**config.mk**
```make
export PLATFORM = sky130hd
export DESIGN_NAME = indexed_list_store_flat
export DESIGN_NICKNAME = d
export VERILOG_FILES = /design/src/rtl/ils_pkg.sv /design/src/rtl/ils_req_if.sv /design/src/rtl/ils_rsp_if.sv /design/src/rtl/indexed_list_store.sv /design/src/rtl/ils_cell.sv /design/src/rtl/ils_read_sel.sv /design/src/flat_wrapper.sv
export SDC_FILE = /design/constraint.sdc
export NUM_CORES = 2
export LEC_CHECK = 0
export BUFFER_PORTS_ARGS = -buffer_cell sky130_fd_sc_hd__buf_2
export CAP_MARGIN = 20
export CORE_ASPECT_RATIO = 0.6
export CORE_MARGIN = 1
export CORE_UTILIZATION = 65
export DETAILED_ROUTE_END_ITERATION = 10
export PLACE_DENSITY_LB_ADDON = 0.25
export SYNTH_ARGS = -nofsm -noshare
export SYNTH_HDL_FRONTEND = slang
export SYNTH_HIERARCHICAL = 1
export SYNTH_SLANG_ARGS = --single-unit
```
**constraint.sdc**
```tcl
create_clock -name clk -period 16.4 [get_ports clk]
set_input_delay 0.82 -clock clk [delete_from_list [all_inputs] [get_ports clk]]
set_output_delay 0.82 -clock clk [all_outputs]
set_load 0.05 [all_outputs]
```
**src/rtl/ils_pkg.sv**
```systemverilog
// ils_pkg: shared types and constants for the indexed list store.
// Operation and status codes, FSM states, cell control bundle.
// No dependencies.
package ils_pkg;

	localparam int DEPTH_DEF = 32;
	localparam int DATA_W    = 32;
	localparam int POS_W     = 8;
	localparam int OP_W      = 3;
	localparam int STATUS_W  = 2;
	localparam int COUNT_W   = 6;

	// read mux is split into groups of this many cells
	localparam int GRP_SIZE  = 16;
	localparam int GRP_BITS  = $clog2(GRP_SIZE);
	localparam int POS_HI_W  = POS_W - GRP_BITS;

	// value returned for a read past the end
	localparam logic signed [DATA_W-1:0] READ_MISS = -32'sd1;

	typedef enum logic [OP_W-1:0] {
		OP_READ       = 3'd0,
		OP_INS_FRONT  = 3'd1,
		OP_APPEND     = 3'd2,
		OP_INS_POS    = 3'd3,
		OP_DELETE     = 3'd4
	} op_t;

	typedef enum logic [STATUS_W-1:0] {
		ST_DONE  = 2'd0,
		ST_RANGE = 2'd1,
		ST_FULL  = 2'd2
	} status_t;

	typedef enum logic {
		S_IDLE = 1'b0,
		S_SEL  = 1'b1
	} state_t;

	// broadcast to every cell in the chain
	typedef struct packed {
		logic                     ins;
		logic                     del;
		logic [POS_W-1:0]         pos;
		logic signed [DATA_W-1:0] value;
	} shift_ctrl_t;

endpackage

```
**src/rtl/ils_req_if.sv**
```systemverilog
// ils_req_if: request channel (op, position, value) with valid/ready.
// Depends on nothing.
interface ils_req_if;
	logic               valid;
	logic               ready;
	logic [2:0]         op;
	logic [7:0]         position;
	logic signed [31:0] value;

	modport source (output valid, op, position, value, input ready);
	modport sink   (input valid, op, position, value, output ready);
endinterface

```
**src/rtl/ils_rsp_if.sv**
```systemverilog
// ils_rsp_if: response channel (read_value, status, count) with valid/ready.
// Depends on nothing.
interface ils_rsp_if;
	logic               valid;
	logic               ready;
	logic signed [31:0] read_value;
	logic [1:0]         status;
	logic [5:0]         count;

	modport source (output valid, read_value, status, count, input ready);
	modport sink   (input valid, read_value, status, count, output ready);
endinterface

```
**src/rtl/indexed_list_store.sv**
```systemverilog
// indexed_list_store: ordered list of signed 32-bit entries held in a
// chain of cells. Depends on ils_pkg, ils_req_if, ils_rsp_if, ils_cell,
// ils_read_sel.
//
//   channel  dir  handshake     payload
//   req      in   valid/ready   op[2:0] position[7:0] value[31:0]
//   rsp      out  valid/ready   read_value[31:0] status[1:0] count[5:0]
//
// Per request, the cells shift on the accept edge while the first read-mux
// level registers; the combinational second level then feeds the output
// register in the select state. A new request is taken only in the idle
// state, once the last result is in the output register; a stalled rsp
// holds the block in its select state until that register frees. Reset
// clears the entry count, the FSM and rsp.valid; cell contents need no reset.
module indexed_list_store #(
	parameter int DEPTH = ils_pkg::DEPTH_DEF
) (
	input  logic      clk,
	input  logic      arst_n,
	ils_req_if.sink   req,
	ils_rsp_if.source rsp
);

	localparam int CW = $clog2(DEPTH + 1);

	ils_pkg::state_t      state_q, state_d;
	ils_pkg::shift_ctrl_t ctrl;
	ils_pkg::status_t     status_d;
	logic                 accept;
	logic                 load_out;
	logic                 try_ins, do_ins, do_del, is_read, rd_ok;
	logic [ils_pkg::POS_W-1:0] ins_pos;
	logic [CW-1:0]        cnt_q, cnt_d;
	logic [15:0]          cnt_w, pos_w;

	logic                 is_read_s1, rd_ok_s1;
	ils_pkg::status_t     status_s1;
	logic [ils_pkg::COUNT_W-1:0] count_s1;

	logic                               rsp_valid_q;
	logic signed [ils_pkg::DATA_W-1:0]  read_value_q;
	logic [ils_pkg::STATUS_W-1:0]       status_q;
	logic [ils_pkg::COUNT_W-1:0]        count_q;

	logic signed [ils_pkg::DATA_W-1:0]  cell_data [DEPTH];
	logic signed [ils_pkg::DATA_W-1:0]  sel_data;

	// FSM next state
	always_comb begin
		state_d = state_q;
		case (state_q)
			ils_pkg::S_IDLE: if (accept) state_d = ils_pkg::S_SEL;
			ils_pkg::S_SEL:  if (load_out) state_d = ils_pkg::S_IDLE;
			default:         state_d = ils_pkg::S_IDLE;
		endcase
	end

	// FSM outputs
	always_comb begin
		req.ready = 1'b0;
		load_out  = 1'b0;
		case (state_q)
			ils_pkg::S_IDLE: req.ready = 1'b1;
			ils_pkg::S_SEL:  load_out  = !rsp_valid_q || rsp.ready;
			default: begin
				req.ready = 1'b0;
				load_out  = 1'b0;
			end
		endcase
	end

	assign accept = req.valid && req.ready;

	// request decode and range checks
	assign cnt_w = 16'(cnt_q);
	assign pos_w = 16'(req.position);

	always_comb begin
		status_d = ils_pkg::ST_RANGE;
		try_ins  = 1'b0;
		do_ins   = 1'b0;
		do_del   = 1'b0;
		is_read  = 1'b0;
		rd_ok    = 1'b0;
		ins_pos  = req.position;
		case (req.op)
			ils_pkg::OP_READ: begin
				is_read = 1'b1;
				if (pos_w < cnt_w) begin
					rd_ok    = 1'b1;
					status_d = ils_pkg::ST_DONE;
				end
			end
			ils_pkg::OP_INS_FRONT: begin
				ins_pos = '0;
				try_ins = 1'b1;
			end
			ils_pkg::OP_APPEND: begin
				ins_pos = ils_pkg::POS_W'(cnt_q);
				try_ins = 1'b1;
			end
			ils_pkg::OP_INS_POS: begin
				if (pos_w <= cnt_w) try_ins = 1'b1;
			end
			ils_pkg::OP_DELETE: begin
				if (pos_w < cnt_w) begin
					do_del   = 1'b1;
					status_d = ils_pkg::ST_DONE;
				end
			end
			default: status_d = ils_pkg::ST_RANGE;
		endcase
		if (try_ins) begin
			if (cnt_w >= 16'(DEPTH)) begin
				status_d = ils_pkg::ST_FULL;
			end else begin
				do_ins   = 1'b1;
				status_d = ils_pkg::ST_DONE;
			end
		end
	end

	// next entry count
	always_comb begin
		cnt_d = cnt_q;
		if (do_ins) cnt_d = cnt_q + CW'(1);
		else if (do_del) cnt_d = cnt_q - CW'(1);
	end

	assign ctrl.ins   = accept && do_ins;
	assign ctrl.del   = accept && do_del;
	assign ctrl.pos   = ins_pos;
	assign ctrl.value = req.value;

	// cell chain
	for (genvar i = 0; i < DEPTH; i++) begin : g_cell
		logic signed [ils_pkg::DATA_W-1:0] prev_d, next_d;
		if (i == 0) begin : g_first
			assign prev_d = req.value;
		end else begin : g_mid
			assign prev_d = cell_data[i-1];
		end
		if (i == DEPTH - 1) begin : g_last
			assign next_d = cell_data[i];
		end else begin : g_inner
			assign next_d = cell_data[i+1];
		end
		ils_cell #(.IDX(i)) u_cell (
			.clk       (clk),
			.ctrl      (ctrl),
			.prev_data (prev_d),
			.next_data (next_d),
			.data      (cell_data[i])
		);
	end

	ils_read_sel #(.DEPTH(DEPTH)) u_read_sel (
		.clk      (clk),
		.en       (accept),
		.pos      (req.position),
		.cells    (cell_data),
		.sel_data (sel_data)
	);

	// control state
	always_ff @(posedge clk or negedge arst_n) begin
		if (!arst_n) begin
			state_q     <= ils_pkg::S_IDLE;
			cnt_q       <= '0;
			rsp_valid_q <= 1'b0;
		end else begin
			state_q <= state_d;
			if (accept) cnt_q <= cnt_d;
			if (load_out) rsp_valid_q <= 1'b1;
			else if (rsp.ready) rsp_valid_q <= 1'b0;
		end
	end

	// first stage result fields
	always_ff @(posedge clk) begin
		if (accept) begin
			is_read_s1 <= is_read;
			rd_ok_s1   <= rd_ok;
			status_s1  <= status_d;
			count_s1   <= ils_pkg::COUNT_W'(cnt_d);
		end
	end

	// output register
	always_ff @(posedge clk) begin
		if (load_out) begin
			if (!is_read_s1) read_value_q <= '0;
			else if (rd_ok_s1) read_value_q <= sel_data;
			else read_value_q <= ils_pkg::READ_MISS;
			status_q <= status_s1;
			count_q  <= count_s1;
		end
	end

	assign rsp.valid      = rsp_valid_q;
	assign rsp.read_value = read_value_q;
	assign rsp.status     = status_q;
	assign rsp.count      = count_q;

endmodule

```
**src/rtl/ils_cell.sv**
```systemverilog
// ils_cell: one list entry. Loads the new value, takes its left neighbor
// on insert, or its right neighbor on delete. Depends on ils_pkg.
module ils_cell #(
	parameter int IDX = 0
) (
	input  logic                             clk,
	input  ils_pkg::shift_ctrl_t             ctrl,
	input  logic signed [ils_pkg::DATA_W-1:0] prev_data,
	input  logic signed [ils_pkg::DATA_W-1:0] next_data,
	output logic signed [ils_pkg::DATA_W-1:0] data
);

	logic [ils_pkg::POS_W-1:0] my_idx;
	logic                      at_pos;
	logic                      past_pos;
	logic signed [ils_pkg::DATA_W-1:0] data_q;

	assign my_idx   = ils_pkg::POS_W'(IDX);
	assign at_pos   = (my_idx == ctrl.pos);
	assign past_pos = (my_idx > ctrl.pos);

	// shift or hold; contents are undefined until written
	always_ff @(posedge clk) begin
		if (ctrl.ins) begin
			if (at_pos) begin
				data_q <= ctrl.value;
			end else if (past_pos) begin
				data_q <= prev_data;
			end
		end else if (ctrl.del) begin
			if (at_pos || past_pos) begin
				data_q <= next_data;
			end
		end
	end

	assign data = data_q;

endmodule

```
**src/rtl/ils_read_sel.sv**
```systemverilog
// ils_read_sel: two-level read mux over the cell chain. Registers one
// pick per group of cells, then selects the group. Depends on ils_pkg.
module ils_read_sel #(
	parameter int DEPTH = ils_pkg::DEPTH_DEF
) (
	input  logic                              clk,
	input  logic                              en,
	input  logic [ils_pkg::POS_W-1:0]          pos,
	input  logic signed [ils_pkg::DATA_W-1:0]  cells [DEPTH],
	output logic signed [ils_pkg::DATA_W-1:0]  sel_data
);

	localparam int NGRP = (DEPTH + ils_pkg::GRP_SIZE - 1) / ils_pkg::GRP_SIZE;

	logic signed [ils_pkg::DATA_W-1:0] cand    [NGRP][ils_pkg::GRP_SIZE];
	logic signed [ils_pkg::DATA_W-1:0] grp_s1  [NGRP];
	logic [ils_pkg::POS_HI_W-1:0]      pos_hi_s1;

	// map cells into groups, padding the last group
	for (genvar g = 0; g < NGRP; g++) begin : g_grp
		for (genvar j = 0; j < ils_pkg::GRP_SIZE; j++) begin : g_slot
			if (g * ils_pkg::GRP_SIZE + j < DEPTH) begin : g_real
				assign cand[g][j] = cells[g * ils_pkg::GRP_SIZE + j];
			end else begin : g_pad
				assign cand[g][j] = '0;
			end
		end
	end

	// first level: pick within each group
	always_ff @(posedge clk) begin
		if (en) begin
			for (int g = 0; g < NGRP; g++) begin
				grp_s1[g] <= cand[g][pos[ils_pkg::GRP_BITS-1:0]];
			end
			pos_hi_s1 <= pos[ils_pkg::POS_W-1:ils_pkg::GRP_BITS];
		end
	end

	// second level: pick the group
	always_comb begin
		sel_data = '0;
		for (int g = 0; g < NGRP; g++) begin
			if (pos_hi_s1 == ils_pkg::POS_HI_W'(g)) begin
				sel_data = grp_s1[g];
			end
		end
	end

endmodule
```
**src/flat_wrapper.sv**
```systemverilog
// flat-port wrapper written by rule: the top's interface ports become plain ports
module indexed_list_store_flat 
#(
	parameter int DEPTH = ils_pkg::DEPTH_DEF
)
  (clk, arst_n, req_valid, req_op, req_position, req_value, req_ready, rsp_valid, rsp_read_value, rsp_status, rsp_count, rsp_ready);
  ils_req_if req_i ();
  ils_rsp_if rsp_i ();
  input  logic clk;
  input  logic arst_n;
  input wire logic [$bits(req_i.valid)-1:0] req_valid;
  input wire logic [$bits(req_i.op)-1:0] req_op;
  input wire logic [$bits(req_i.position)-1:0] req_position;
  input wire logic [$bits(req_i.value)-1:0] req_value;
  output wire logic [$bits(req_i.ready)-1:0] req_ready;
  output wire logic [$bits(rsp_i.valid)-1:0] rsp_valid;
  output wire logic [$bits(rsp_i.read_value)-1:0] rsp_read_value;
  output wire logic [$bits(rsp_i.status)-1:0] rsp_status;
  output wire logic [$bits(rsp_i.count)-1:0] rsp_count;
  input wire logic [$bits(rsp_i.ready)-1:0] rsp_ready;
  assign req_i.valid = req_valid;
  assign req_i.op = req_op;
  assign req_i.position = req_position;
  assign req_i.value = req_value;
  assign req_ready = req_i.ready;
  assign rsp_valid = rsp_i.valid;
  assign rsp_read_value = rsp_i.read_value;
  assign rsp_status = rsp_i.status;
  assign rsp_count = rsp_i.count;
  assign rsp_i.ready = rsp_ready;
  indexed_list_store #(.DEPTH(DEPTH)) u_core (.clk(clk), .arst_n(arst_n), .req(req_i), .rsp(rsp_i));
endmodule
```
Word level (Yosys, flattened, before mapping):

Memories as Yosys holds them, arrays and structs flattened.
Cells that the tools add are included.

* flip-flop bits (word level): 1086
* bits in writable memories: 64
* input bits: 47
* memories kept: 1

* $add $sub $neg: 2
* $lt $le $gt $ge: 36
* equal/unequal tests: 67
* multiplexer cells: 188
* bitwise gates (word level): 2
* reduce and logical (&&, ||, !) cells: 107

Memory list
* u_core.u_read_sel.grp_s1: depth 2, bits a word 32, rd ports 2, clocked after Yosys merged registers in 0, wr ports 2, RTL line ils_read_sel.sv:16 `logic signed [ils_pkg::DATA_W-1:0] grp_s1 [NGRP];`

Operator list (count)
* $mux 32: 164
* $bmux 32 s4: 2
* $eq 5x8->1 const A: 16
* $gt 5x8->1 const A: 16
* $ne 3x3->1 const B: 31
* $reduce_and 3->1: 31
* $reduce_bool 2->1: 34
* $eq 4x8->1 const A: 8
* $gt 4x8->1 const A: 8
* $eq 3x8->1 const A: 4
* $gt 3x8->1 const A: 4
* $logic_or 1x1->1: 32
* $eq 2x8->1 const A: 2
* $gt 1x8->1 const A: 2
* $gt 2x8->1 const A: 2
* $pmux 8 s2: 1
* $mux 1: 14
* $mux 6: 2
* $eq 1x8->1 const A: 1
* $le 8x6->1: 1
* $logic_not 8->1: 1
* $lt 8x6->1: 1
* $add 6x1->6 const B: 1
* $eq 3x2->1 const B: 2
* other kinds (16): 22

Logic depth before layout (Yosys ltp):

* depth after elaboration: 7
* depth in mapped cells: 10

Cells and area by module:

The synthesis kept the hierarchy.

Modules (own cells, without submodules)
* ils_read_sel: instances 1, cells an instance 644, area an instance 9801.9 um^2, sequential area each 2042.0 um^2
* indexed_list_store: instances 1, cells an instance 257, area an instance 2939.1 um^2, sequential area each 1701.6 um^2
* ils_cell at u_core.g_cell[17].u_cell: instances 1, cells an instance 196, area an instance 2075.7 um^2, sequential area each 960.9 um^2
* ils_cell at u_core.g_cell[29].u_cell: instances 1, cells an instance 196, area an instance 2054.5 um^2, sequential area each 960.9 um^2
* ils_cell at u_core.g_cell[28].u_cell: instances 1, cells an instance 196, area an instance 2052.0 um^2, sequential area each 960.9 um^2
* ils_cell at u_core.g_cell[22].u_cell: instances 1, cells an instance 191, area an instance 2013.2 um^2, sequential area each 960.9 um^2
* ils_cell at u_core.g_cell[6].u_cell: instances 1, cells an instance 190, area an instance 1979.4 um^2, sequential area each 960.9 um^2
* ils_cell at u_core.g_cell[25].u_cell: instances 1, cells an instance 190, area an instance 1973.1 um^2, sequential area each 960.9 um^2
* ils_cell at u_core.g_cell[4].u_cell: instances 1, cells an instance 189, area an instance 1930.6 um^2, sequential area each 960.9 um^2
* ils_cell at u_core.g_cell[1].u_cell: instances 1, cells an instance 177, area an instance 1916.8 um^2, sequential area each 960.9 um^2
* ils_cell at u_core.g_cell[10].u_cell: instances 1, cells an instance 187, area an instance 1886.8 um^2, sequential area each 960.9 um^2
* ils_cell at u_core.g_cell[3].u_cell: instances 1, cells an instance 190, area an instance 1844.3 um^2, sequential area each 960.9 um^2
* ils_cell at u_core.g_cell[2].u_cell: instances 1, cells an instance 190, area an instance 1833.0 um^2, sequential area each 960.9 um^2
* ils_cell at u_core.g_cell[21].u_cell: instances 1, cells an instance 188, area an instance 1829.3 um^2, sequential area each 960.9 um^2
* 20 more rows

Least setup slack after synthesis:

No wires, ideal clock.

* path kind: input -> register
* from: in req_op[1]
* to: reg u_core.g_cell[23].u_cell.data_q (netlist bit u_core/g_cell[23].u_cell/data[0]), enable pin
* library setup time: 1.186 ns
* arrival time: 11.030 ns
* required time: 15.214 ns
* setup slack: 4.184 ns
* stages on the path: 6
* path buffers: 1
* cells stage by stage: inv_1 clkbuf_1 nor3_1 a21oi_1 o21ai_0 nor4_1

RTL lines
* start: declaration: RTL line flat_wrapper.sv:12 `input wire logic [$bits(req_i.op)-1:0] req_op;`
* end signal: assignment: RTL line ils_cell.sv:26 `data_q <= ctrl.value;`
* end signal: assignment: RTL line ils_cell.sv:28 `data_q <= prev_data;`
* end signal: assignment: RTL line ils_cell.sv:32 `data_q <= next_data;`
* end: declaration: RTL line ils_cell.sv:16 `logic signed [ils_pkg::DATA_W-1:0] data_q;`

==> results.md <==
- Status: complete, no violations
- First-pass GRT wire length: 358 mm
- Hold buffer count at cts: 1
- Pwr/cell area: 96.4 mW/mm^2
- Synthesized flop and latch total: 1150
- Worst-path clk slew: around 0.070 ns
- Measured slew at the worst slew-check pin: 1.22 ns
- Postcts setup bufs: 0
- Top cell type's share of synthesized area: 47.7%
- Type of the worst min-delay path: input pin to flop
- # resized after CTS: 0
- Post-Route WL: 234 mm
- Overall Power: 0.00728 W
- Compound-Gate Fraction of Synth Area: between 20% and 30%
- Proportion of synthesized area in mux cells: 8.51%
- Hold Vio Cnt, Final: 0
- Sequential share of the synthesized area: between 40% and 50%
- Synth top area cells: edfxtp_1 (48%), a31oi_1 (8.7%), mux4_2 (8.0%), o21ai_1 (5.5%), nor2_1 (5.3%)
- Top-count cell post-synth: edfxtp_1
- Core Region: approximately 0.11 sq mm
- Routed Antenna Nets: 0
- Vias: between 60000 and 70000
- Relative slew margins: a little under a fifth
- Final setup violation count: 0
- Initial Util: approximately 66%
- Cells along the critical path: buf_8 -> ha_1 -> nand2b_1 -> a211oi_4 -> o21ai_2 -> and3_4 -> buf_4 -> buf_4 -> buf_4 -> nor2_1 -> a31oi_1
- Clock root buffer: clkbuf_16
- Cell mode on critical path: buf_4
- Slew Limit Fails: 0
- Chip Height: roughly 260 um
- Final Critical Period: ~6.3 ns
- Syn Area/Cell: about 10 sq um
- CP max stage delay: between 1 and 1.5 ns
- Port Buffers: 88
- Vias per cell: 8.04
- Most area-hungry cell type in the Yosys netlist: edfxtp_1
- P&R area growth vs syn: 5.05%
- Crit path DAT: roughly 6.9 ns
- Yosys warns: 6
- Max VDD drop: 0.0877 mV
- Adder-Cell Fraction of Synth Area: less than 1%
- Async set-or-reset flop fraction in the synthesized netlist: 0.696%
- Slowest cell on crit path: and3_4
- Die width: between 400 and 500 um
- Largest family of logic cells by synthesized area: compound AO/OA/AOI/OAI gates
- Startpoint types: input pin
- Final Core Density: 68.9%
- Post-synthesis xor/xnor area fraction: less than 1%
- Max-Cap Viols: 0
- GP Congestion: 0.904
- Row Count: 94
- WS Path Type: input pin to flop
- Post-Synth Simple-Gate Area: between 10% and 20%
- Post-synth top flop: edfxtp_1
- Full die area: around 0.11 sq mm
- DP HPWL: 153 mm
- H-tree depth: 3
- IO Pins: 89
- Total negative setup slack: 0 ns
- Hold slack final: 0.303 ns
- Post-Syn Nets: between 6000 and 7000
- Share of layout cells above drive strength 1: around 15%
- Worst-case clock skew: around 0.022 ns
- Nets: between 6000 and 7000
- Total grt overflow: 0
- RSZ-0062 raised after global routing: no
- GRT Util Overall: 40.5%
- Pre-antenna DRT Iters: 9
- Syn Inst Count: between 6000 and 7000
- Later-pin clock latency in the skew report: 0.76 ns
- Worst-path fanout max: approximately 110
- Post-Syn Area: 0.0719 sq mm
- F_max: ~0.16 GHz
- Post-synthesis cell type count: 80
- Crit path capture type: flop
- EDFF count, synth: around 1100
- Max clock buf depth: 3
- CTS Buf Count: between 100 and 150
- Pin count of the biggest net entering global routing: 268
- Final period util: between 30% and 40%
- Initial antenna violation count: 4
- Drt wl/cell: 28.9 um
- Vias in the first global route: roughly 60000
- Required @ worst endpoint: 16.99 ns
- DR iter-0 viols: between 10000 and 15000
- Commonest cells post-synth: edfxtp_1 (1142), nor2_1 (1016), a31oi_1 (998)
- CTS Sinks: 1150
- DRC: 0
- Pleak: between 20 and 25 nW
- CTS tree: done
==> routing by layer <==
layer | GRT usage (%) | routed length [um] | vias up | part of all wire [%]
li1 | - | - | 26670 | -
met1 | 63.4 | 89200 | 31028 | 38
met2 | 53.7 | 94900 | 6797 | 40
met3 | 12.2 | 43400 | 578 | 19
met4 | 11.8 | 6720 | 4 | 2.9
met5 | 0 | 98 | - | 0.042
==> worst max-delay path: cells and delay by family <==
kind	cells	cell delay, ns
compound gates	3	0.90
buf+inv	4	3.23
simple gates	3	1.35
fa+ha+maj	1	0.38
==> final timing paths <==
| check | from | end | slack, ns | depth (start not counted) |
|---|---|---|---|---|
| min in group asynchronous | arst_n | u_core/cnt_q[1]$_DFFE_PN0P_ | 0.46 | 2 |
| min | req_position[5] | u_core/u_read_sel/pos_hi_s1[1]$_DFFE_PP_ | 0.30 | 1 |
| min reg2reg | u_core/count_s1[5]$_DFFE_PP_ | u_core/rsp.count[5]$_DFFE_PP_ | 0.42 | 0 |
| max in group asynchronous | arst_n | u_core/cnt_q[2]$_DFFE_PN0P_ | 15.76 | 2 |
| max | req_position[1] | u_core/g_cell[14].u_cell/data[26]$_DFFE_PP_ | 10.06 | 11 |
| max reg2reg | u_core/cnt_q[1]$_DFFE_PN0P_ | u_core/g_cell[14].u_cell/data[26]$_DFFE_PP_ | 10.18 | 11 |
==> state kept, by name, summed over array words and instances, names as in the netlist <==
| name | count |
|---|---|
| u_core/state_q | 1 |
| u_core/rsp.valid | 1 |
| u_core/u_read_sel/grp_s1 | 64 |
| u_core/rsp.count | 6 |
| u_core/status_s1 | 2 |
| u_core/g_cell.u_cell/data | 1024 |
| u_core/rd_ok_s1 | 1 |
| u_core/u_read_sel/pos_hi_s1 | 4 |
| u_core/rsp.read_value | 32 |
| u_core/cnt_q | 6 |
| u_core/count_s1 | 6 |
| u_core/is_read_s1 | 1 |
| u_core/rsp.status | 2 |
==> cells in the final DEF, fill, tap and decap left out, types with 9 or more instances in the layout <==
master,netlist,final
a21boi_0,32,32
a21oi_1,83,73
a21oi_4,0,10
a22o_1,33,33
a22oi_1,128,128
a31oi_1,998,996
and3_1,12,11
buf_12,0,18
buf_2,195,86
buf_4,28,158
bufinv_16,0,15
clkbuf_1,348,12
clkbuf_16,0,112
clkinv_1,0,27
clkinv_2,0,27
edfxtp_1,1142,1142
ha_1,9,9
inv_1,41,40
mux2i_1,34,34
mux4_2,256,256
nand2_1,86,86
nand3_1,616,614
nand4_1,324,324
nand4b_1,70,70
nor2_1,1016,1005
nor2b_1,38,32
nor3_1,21,18
nor3_4,0,9
nor4_4,9,17
nor4b_4,6,12
o21ai_0,75,69
o21ai_1,796,796
o21ai_2,56,56
o31ai_2,89,89
or4_4,19,19
or4b_4,18,18
xnor2_1,9,9
==> power by group <==
part	internal [W]	total (W)	switching [W]
Clock	0.00149	0.00270	0.00121
Sequential	0.00332	0.00336	0.0000457
Combinational	0.000299	0.00121	0.000916
==> through the flow <==
stage          cells  cell area, sq um  setup slack (ns)
3_3_place_gp    7882             71600              9.58
5_1_grt         8097             75500              9.63
4_1_cts         8089             75300             10.27
2_1_floorplan   6921             71900              4.18
6_report        8098             75500             10.06
3_5_place_dp    7886             71700              9.50
==> final cells by class <==
cell class | count | area (sq um)
flip-flops and latches | 1150 | 34500
fillers | 8069 | 34100
multi-input cells | 4948 | 33300
clock buffers | 126 | 2880
repair buffers | 266 | 2040
well taps | 1488 | 1860
clock inverters | 76 | 762
inverters | 43 | 164
diodes | 1 | 2.50
==> cells by family (layout without fill, tap and decap cells) <==
kind of cell / Yosys count / count (layout)
flops: 1150 / 1150
simple gates: 2315 / 2315
buf+inv: 823 / 511
mux: 291 / 291
xor+xnor: 9 / 9
fa+ha+maj: 9 / 9
other cells: 0 / 1
compound gates: 2324 / 2324
Note: power is estimated with default switching activity, not from simulation.
